$ cat src/sv/assert_macros.svh
// assertion helpers included by the rtl file
`ifndef ASSERT_MACROS_SVH
`define ASSERT_MACROS_SVH

// property holds on every clock edge outside reset
`define ASSERT_ALWAYS(lbl, clk, rst, prop) \
   lbl: assert property (@(posedge clk) disable iff (rst) (prop)) \
      else $error("assertion failed");

// same-cycle implication
`define ASSERT_IMPLIES(lbl, clk, rst, ante, cons) \
   lbl: assert property (@(posedge clk) disable iff (rst) (ante) |-> (cons)) \
      else $error("assertion failed");

// next-cycle implication
`define ASSERT_NEXT(lbl, clk, rst, ante, cons) \
   lbl: assert property (@(posedge clk) disable iff (rst) (ante) |=> (cons)) \
      else $error("assertion failed");

`endif

$ cat src/sv/mpi_pkg.sv
package mpi_pkg;

   typedef enum logic [2:0] {
      ST_IDLE,
      ST_REDUCE,
      ST_GCD,
      ST_MUL_DBL,
      ST_MUL_ADD,
      ST_DONE
   } state_type;

endpackage

$ cat src/sv/modular_power_and_inverse_unit.sv
// power mode: one remainder pass reduces the base, then each exponent bit takes one or two modular products,
//   each product one double step per multiplier bit plus one add step per set multiplier bit
// inverse mode adds one remainder pass per euclid remainder step (at most about 45 steps)
// one transaction at a time: busy stays high until the result strobe has gone out;
//   every step above runs on the single add and conditional-subtract unit
// reset: synchronous active high, returns to idle; the result strobe cannot be stalled
`include "assert_macros.svh"

module modular_power_and_inverse_unit #(
   parameter int MOD_BITS = 31,
   parameter int EXP_BITS = 32
) (
   input  logic                clock,
   input  logic                reset,
   input  logic                start,
   output logic                busy,
   input  logic                req_func,
   input  logic [MOD_BITS-1:0] req_base,
   input  logic [EXP_BITS-1:0] req_exponent,
   input  logic [MOD_BITS-1:0] req_modulus,
   output logic                rsp_valid,
   output logic [MOD_BITS-1:0] rsp_value,
   output logic                rsp_no_inverse
);

   localparam int CNT_W = $clog2(MOD_BITS + 1);
   localparam int ECNT_W = $clog2(EXP_BITS + 1);
   localparam int WIDE = (MOD_BITS > EXP_BITS) ? MOD_BITS : EXP_BITS;

   mpi_pkg::state_type state_ff, state_in;

   logic                func_ff, func_in;
   logic                flag_ff, flag_in;
   logic                sq_ff, sq_in;
   logic [MOD_BITS-1:0] mod_ff, mod_in;
   logic [MOD_BITS-1:0] div_ff, div_in;
   logic [MOD_BITS-1:0] acc_ff, acc_in;
   logic [MOD_BITS-1:0] mplr_ff, mplr_in;
   logic [MOD_BITS-1:0] mcand_ff, mcand_in;
   logic [MOD_BITS-1:0] red_ff, red_in;
   logic [MOD_BITS-1:0] res_ff, res_in;
   logic [EXP_BITS-1:0] exp_ff, exp_in;
   logic [CNT_W-1:0]    cnt_ff, cnt_in;
   logic [ECNT_W-1:0]   ecnt_ff, ecnt_in;

   // shared unit: (x + y + cin) reduced once by div_ff
   logic [MOD_BITS-1:0] unit_x, unit_y, unit_res;
   logic                unit_cin;
   logic [MOD_BITS:0]   unit_sum;
   logic [MOD_BITS+1:0] unit_diff;

   assign unit_sum  = {1'b0, unit_x} + {1'b0, unit_y} + {{MOD_BITS{1'b0}}, unit_cin};
   assign unit_diff = {1'b0, unit_sum} - {2'b00, div_ff};
   assign unit_res  = unit_diff[MOD_BITS+1] ? unit_sum[MOD_BITS-1:0]
                                            : unit_diff[MOD_BITS-1:0];

   logic                step_last;
   logic                bit_done;
   logic                pow_last;
   logic [WIDE-1:0]     inv_exp_wide;
   logic [EXP_BITS-1:0] inv_exp;

   assign step_last    = (cnt_ff == CNT_W'(1));
   assign bit_done     = !(sq_ff && exp_ff[EXP_BITS-1]);
   assign pow_last     = bit_done && (ecnt_ff == ECNT_W'(1));
   assign inv_exp_wide = WIDE'(mod_ff) - WIDE'(2);
   assign inv_exp      = inv_exp_wide[EXP_BITS-1:0];

   // next state
   always_comb begin
      state_in = state_ff;
      unique case (state_ff)
         mpi_pkg::ST_IDLE: begin
            if (start) begin
               state_in = (req_modulus < MOD_BITS'(2)) ? mpi_pkg::ST_DONE
                                                       : mpi_pkg::ST_REDUCE;
            end
         end
         mpi_pkg::ST_REDUCE: begin
            if (step_last) begin
               if (!func_ff) begin
                  state_in = mpi_pkg::ST_MUL_DBL;
               end else begin
                  state_in = (unit_res == '0) ? mpi_pkg::ST_DONE : mpi_pkg::ST_GCD;
               end
            end
         end
         mpi_pkg::ST_GCD: begin
            if (step_last && unit_res == '0) begin
               state_in = (div_ff == MOD_BITS'(1)) ? mpi_pkg::ST_MUL_DBL
                                                   : mpi_pkg::ST_DONE;
            end
         end
         mpi_pkg::ST_MUL_DBL: begin
            if (mplr_ff[MOD_BITS-1]) begin
               state_in = mpi_pkg::ST_MUL_ADD;
            end else if (step_last && pow_last) begin
               state_in = mpi_pkg::ST_DONE;
            end
         end
         mpi_pkg::ST_MUL_ADD: begin
            state_in = (step_last && pow_last) ? mpi_pkg::ST_DONE : mpi_pkg::ST_MUL_DBL;
         end
         mpi_pkg::ST_DONE: begin
            state_in = mpi_pkg::ST_IDLE;
         end
         default: begin
            state_in = mpi_pkg::ST_IDLE;
         end
      endcase
   end

   // outputs
   always_comb begin
      busy      = (state_ff != mpi_pkg::ST_IDLE);
      rsp_valid = (state_ff == mpi_pkg::ST_DONE);
   end

   assign rsp_value      = res_ff;
   assign rsp_no_inverse = flag_ff;

   // datapath
   always_comb begin
      logic                start_pow;
      logic [EXP_BITS-1:0] pow_exp;
      logic                mul_done;

      start_pow = 1'b0;
      pow_exp   = exp_ff;
      mul_done  = 1'b0;

      func_in  = func_ff;
      flag_in  = flag_ff;
      sq_in    = sq_ff;
      mod_in   = mod_ff;
      div_in   = div_ff;
      acc_in   = acc_ff;
      mplr_in  = mplr_ff;
      mcand_in = mcand_ff;
      red_in   = red_ff;
      res_in   = res_ff;
      exp_in   = exp_ff;
      cnt_in   = cnt_ff;
      ecnt_in  = ecnt_ff;

      unit_x   = acc_ff;
      unit_y   = acc_ff;
      unit_cin = 1'b0;

      unique case (state_ff)
         mpi_pkg::ST_IDLE: begin
            if (start) begin
               func_in = req_func;
               mod_in  = req_modulus;
               exp_in  = req_exponent;
               div_in  = req_modulus;
               acc_in  = '0;
               mplr_in = req_base;
               cnt_in  = CNT_W'(MOD_BITS);
               res_in  = '0;
               // modulus below two answers at once
               flag_in = (req_modulus < MOD_BITS'(2)) ? req_func : 1'b0;
            end
         end
         mpi_pkg::ST_REDUCE, mpi_pkg::ST_GCD: begin
            // restoring remainder step, dividend enters from the top of mplr
            unit_cin = mplr_ff[MOD_BITS-1];
            acc_in   = unit_res;
            mplr_in  = mplr_ff << 1;
            cnt_in   = cnt_ff - CNT_W'(1);
            if (step_last) begin
               acc_in = '0;
               cnt_in = CNT_W'(MOD_BITS);
               if (state_ff == mpi_pkg::ST_REDUCE) begin
                  red_in = unit_res;
                  if (!func_ff) begin
                     start_pow = 1'b1;
                  end else if (unit_res == '0) begin
                     flag_in = 1'b1;
                  end else begin
                     div_in  = unit_res;
                     mplr_in = mod_ff;
                  end
               end else if (unit_res == '0) begin
                  // gcd is the last divisor
                  if (div_ff == MOD_BITS'(1)) begin
                     start_pow = 1'b1;
                     pow_exp   = inv_exp;
                  end else begin
                     flag_in = 1'b1;
                  end
               end else begin
                  mplr_in = div_ff;
                  div_in  = unit_res;
               end
            end
         end
         mpi_pkg::ST_MUL_DBL: begin
            acc_in = unit_res;
            if (!mplr_ff[MOD_BITS-1]) begin
               mplr_in  = mplr_ff << 1;
               cnt_in   = cnt_ff - CNT_W'(1);
               mul_done = step_last;
            end
         end
         mpi_pkg::ST_MUL_ADD: begin
            unit_y   = mcand_ff;
            acc_in   = unit_res;
            mplr_in  = mplr_ff << 1;
            cnt_in   = cnt_ff - CNT_W'(1);
            mul_done = step_last;
         end
         mpi_pkg::ST_DONE: begin
         end
         default: begin
         end
      endcase

      if (start_pow) begin
         res_in   = MOD_BITS'(1);
         exp_in   = pow_exp;
         ecnt_in  = ECNT_W'(EXP_BITS);
         div_in   = mod_ff;
         mcand_in = MOD_BITS'(1);
         mplr_in  = MOD_BITS'(1);
         acc_in   = '0;
         cnt_in   = CNT_W'(MOD_BITS);
         sq_in    = 1'b1;
      end

      if (mul_done) begin
         res_in = unit_res;
         acc_in = '0;
         cnt_in = CNT_W'(MOD_BITS);
         if (!bit_done) begin
            // square done and exponent bit set: multiply by the reduced base
            mcand_in = unit_res;
            mplr_in  = red_ff;
            sq_in    = 1'b0;
         end else begin
            exp_in   = exp_ff << 1;
            ecnt_in  = ecnt_ff - ECNT_W'(1);
            mcand_in = unit_res;
            mplr_in  = unit_res;
            sq_in    = 1'b1;
         end
      end
   end

   always_ff @(posedge clock) begin
      if (reset) begin
         state_ff <= mpi_pkg::ST_IDLE;
      end else begin
         state_ff <= state_in;
      end
      func_ff  <= func_in;
      flag_ff  <= flag_in;
      sq_ff    <= sq_in;
      mod_ff   <= mod_in;
      div_ff   <= div_in;
      acc_ff   <= acc_in;
      mplr_ff  <= mplr_in;
      mcand_ff <= mcand_in;
      red_ff   <= red_in;
      res_ff   <= res_in;
      exp_ff   <= exp_in;
      cnt_ff   <= cnt_in;
      ecnt_ff  <= ecnt_in;
   end

   `ASSERT_NEXT(a_strobe_one_cycle, clock, reset, rsp_valid, !rsp_valid)
   `ASSERT_IMPLIES(a_no_inverse_zero, clock, reset, rsp_valid && rsp_no_inverse, rsp_value == '0)
   `ASSERT_IMPLIES(a_power_no_flag, clock, reset, rsp_valid && !func_ff, !rsp_no_inverse)
   `ASSERT_NEXT(a_accept_busy, clock, reset, start && !busy, busy)
   `ASSERT_IMPLIES(a_acc_reduced, clock, reset,
      state_ff == mpi_pkg::ST_MUL_DBL || state_ff == mpi_pkg::ST_MUL_ADD, acc_ff < div_ff)

endmodule
$ cat config.mk
export PLATFORM = sky130hd
export DESIGN_NAME = modular_power_and_inverse_unit
export DESIGN_NICKNAME = d
export VERILOG_FILES = /design/src/sv/mpi_pkg.sv /design/src/sv/modular_power_and_inverse_unit.sv
export VERILOG_INCLUDE_DIRS = /design/src /design/src/sv
export SDC_FILE = /design/constraint.sdc
export NUM_CORES = 1
export LEC_CHECK = 0
export BUFFER_PORTS_ARGS = -buffer_cell sky130_fd_sc_hd__buf_4
export CAP_MARGIN = 20
export CORE_MARGIN = 2
export CORE_UTILIZATION = 36
export DETAILED_ROUTE_END_ITERATION = 7
export PLACE_DENSITY = 0.63
export SLEW_MARGIN = 20
export SYNTH_ARGS = -nofsm -noshare
export SYNTH_HDL_FRONTEND = slang
export SYNTH_SLANG_ARGS = --single-unit
$ cat constraint.sdc
create_clock -name clock -period 8.2 [get_ports clock]
set_clock_uncertainty 0.15 [all_clocks]
set_input_delay 1.64 -clock clock [delete_from_list [all_inputs] [get_ports clock]]
set_output_delay 1.64 -clock clock [all_outputs]
set_load 0.01 [all_outputs]
==> flow_summary.ini <==
[global_route]
grt_max_degree = 62
grt_antenna_before_repair = 0
global_router_s_overall_resource_usage_pct = 26.9
grt_pass1_wl_mm = 107
grt_overflow = 0
first_global_vias = 16279

[logic_synthesis]
syn_area_mm2 = 0.0180
yosys_register_bits = 266
synthArstFlopShare_pct = 0
syn_area_per_cell_um2 = 8.67
post_synthesis_cell_type_count = 91
instance_count_of_the_mapped_netlist = 2079
synth-edff-count = 189
synth-warning-count = 0
primary_ff_master_synth = sky130_fd_sc_hd__edfxtp_1
yosysSeqAreaShare_pct = 40.0
postSynthNetCount = 2246

[timing]
worst_slew_pin_slew_ps = 1110
worst_slack_ps = 216
hold_violations_final = 0
timing.fmax_mhz = 125
report.final.setup_viol = 0
fin_crit_ps = 7980
layout_worst_path_cycle_share_pct = 97.4
drv_slew = 0
slew_headroom_pct = 25.6
rsz0062_at_grt = yes

[setup_path]
setup.worst_path.end_class = register
cpLargestDelayFamily = compound AO/OA/AOI/OAI gates
worstPathRequired_ps = 8460
path_buf_inv = 3
critPathLaunchType = register
critical_path_arrival_ps = 8240
slowest_stage = sky130_fd_sc_hd__a21oi_2
critPathMaxFanout = 24
worstSetupPathType = reg2reg
slowest_delay_ps = 550
regToRegSetupSlack_ps = 220

[route]
drc_violation_count_after_routing = 0
via_count = 17583
drt.antenna.violating_nets = 0
initialDrtViolationCount = 2171
route.detailed.vias_per_inst = 6.03
detail_route.first_pass.iterations = 6
drt-total-wl_mm = 72.3
routedWlPerCell_um = 24.8

[outcome]
outcome = completed

[floorplanning]
floorplan.initialDensity_pct = 36.2
dieWidth_um = 228
std_cell_rows = 82
die_ar_mm2 = 0.0519
core-area_mm2 = 0.0498
design.portCount = 132
dieHeight_um = 228

[clock_network]
clkTransAtPathRegs_ps = 60
cts_hold_buffers = 0
cts_root_buf = sky130_fd_sc_hd__clkbuf_16
insertion_delay_ps = 580
cts_num_sinks = 266
cts_tree = done
cts-buffers-inserted = 31
htree_levels = 1
clock_tree.buffer_depth = 3

[job]
cap_violations = 0

[placement]
globalplace.congestion = 1.01
dp_slack_ps = 113
hpwlAfterDp_mm = 55.5
place.port_buffers = 131

[final_layout]
area_growth_synth_to_finish_pct = 19.3
nets = 2389
antenna_cells = 0
layout-drive-gt1-share_pct = 16.7

[min_path]
min_delay_path_class = reg2reg
through the flow:
stage | hold WS (ps) | cell area (µm²) | cells | TNS (ps) | util, %
after detailed placement | 297 | 20300 | 2861 | 0 | 40.8
after CTS | 305 | 21400 | 2918 | 0 | 43.1
after global routing | 322 | 21500 | 2918 | -21.6 | 43.2
final | 303 | 21500 | 2918 | 0 | 43.2
after global placement | 282 | 20300 | 2861 | 0 | 40.8
after floorplan | 274 | 18000 | 2079 | 0 | -
final cells by class:
type / count / area, µm²
inverters: 93 / 349
well taps: 672 / 841
clock buffers: 36 / 815
flip-flops and latches: 266 / 7220
multi-input cells: 1590 / 10100
clock inverters: 21 / 325
repair buffers: 240 / 1900
fillers: 4891 / 28200
logic make-up after synthesis:
kind of cell | synth area share (%)
multiplexers | 4.45
flip-flops | 40.0
AO/OA/AOI/OAI | 24.2
XOR/XNOR | 3.89
buffers and inverters | 4.93
adder cells (fa/ha/maj) | 4.91
AND/OR/NAND/NOR | 17.6
Yosys cell counts, types with 8 or more instances:
cell type                  count  area, µm²
sky130_fd_sc_hd__or3_1        16        100
sky130_fd_sc_hd__nor4_1       21        131
sky130_fd_sc_hd__and4_1       11       96.3
sky130_fd_sc_hd__nand2_1     289       1080
sky130_fd_sc_hd__dfxtp_1      77       1540
sky130_fd_sc_hd__nand3_1      31        155
sky130_fd_sc_hd__clkbuf_1     86        323
sky130_fd_sc_hd__or4_1         8       60.1
sky130_fd_sc_hd__a22o_1       14        123
sky130_fd_sc_hd__a21o_1       34        255
sky130_fd_sc_hd__o31a_1       11       96.3
sky130_fd_sc_hd__edfxtp_1    189       5680
sky130_fd_sc_hd__inv_1        90        338
sky130_fd_sc_hd__nand4_1      26        163
sky130_fd_sc_hd__mux2i_1      42        420
sky130_fd_sc_hd__o22ai_1      28        175
sky130_fd_sc_hd__nor3_1       46        230
sky130_fd_sc_hd__o31ai_1      28        210
sky130_fd_sc_hd__xnor2_1      39        342
sky130_fd_sc_hd__xor2_1       41        359
sky130_fd_sc_hd__mux2_2       34        383
sky130_fd_sc_hd__a211oi_1     56        420
sky130_fd_sc_hd__o21ai_0     172        861
sky130_fd_sc_hd__nand2b_1      9       56.3
sky130_fd_sc_hd__and2_1       16        100
sky130_fd_sc_hd__o21a_1        8       60.1
sky130_fd_sc_hd__nor2_1      162        608
sky130_fd_sc_hd__a221oi_1     16        140
sky130_fd_sc_hd__buf_2        33        165
sky130_fd_sc_hd__ha_1         66        826
sky130_fd_sc_hd__and3_1       21        131
sky130_fd_sc_hd__o21ai_1      19       95.1
sky130_fd_sc_hd__a21oi_1     165        826
sky130_fd_sc_hd__o211ai_1     25        188
sky130_fd_sc_hd__buf_1         9       33.8
sky130_fd_sc_hd__a31oi_1      20        125
worst min-delay path, cell delays in order, from the launching register on:
cell and delay [ps]:
sky130_fd_sc_hd__dfxtp_1 330, sky130_fd_sc_hd__nand2_1 50, sky130_fd_sc_hd__o31ai_1 50
placed cells by master (no fill, tap or decap), types with 41 or more instances in the layout:
master / netlist / final
sky130_fd_sc_hd__nand2_1: 289 / 289
sky130_fd_sc_hd__buf_4: 1 / 230
sky130_fd_sc_hd__edfxtp_1: 189 / 189
sky130_fd_sc_hd__o21ai_0: 172 / 170
sky130_fd_sc_hd__a21oi_1: 165 / 161
sky130_fd_sc_hd__nor2_1: 162 / 156
sky130_fd_sc_hd__inv_1: 90 / 90
sky130_fd_sc_hd__dfxtp_1: 77 / 77
sky130_fd_sc_hd__ha_1: 66 / 63
sky130_fd_sc_hd__a211oi_1: 56 / 56
sky130_fd_sc_hd__nor3_1: 46 / 45
sky130_fd_sc_hd__mux2i_1: 42 / 41
layer usage:
layer	GRT usage (%)	up-vias	wire [µm]
li1	-	7998	-
met1	40.5	8446	32100
met2	38.5	997	29500
met3	4.66	142	7680
met4	9.33	0	3000
met5	0	-	0
worst paths after layout:
kind	to	depth (start not counted)	from
setup reg to reg	mplr_ff[29]$_DFFE_PP_	25	state_ff[0]$_SDFFE_PP0P_
setup / recovery	mplr_ff[29]$_DFFE_PP_	25	state_ff[0]$_SDFFE_PP0P_
hold reg to reg	exp_ff[18]$_DFF_P_	2	exp_ff[17]$_DFF_P_
hold / removal	exp_ff[18]$_DFF_P_	2	exp_ff[17]$_DFF_P_
what timing repair did:
item / 4_1_cts / 5_1_grt
endpoints found under the setup margin: 0 / 230
setup buffers: 0 / 0
resized for setup: 0 / 20
state kept, by name, indices dropped and copies added (netlist names), 3 cells and up:
name / flops
acc_ff: 31
cnt_ff: 5
div_ff: 31
ecnt_ff: 6
exp_ff: 32
mcand_ff: 31
mod_ff: 31
mplr_ff: 31
red_ff: 31
rsp_value: 31
state_ff: 3
Power is not shown: default switching activity piles up to over one toggle a cycle in this logic, so the estimate is an artifact.
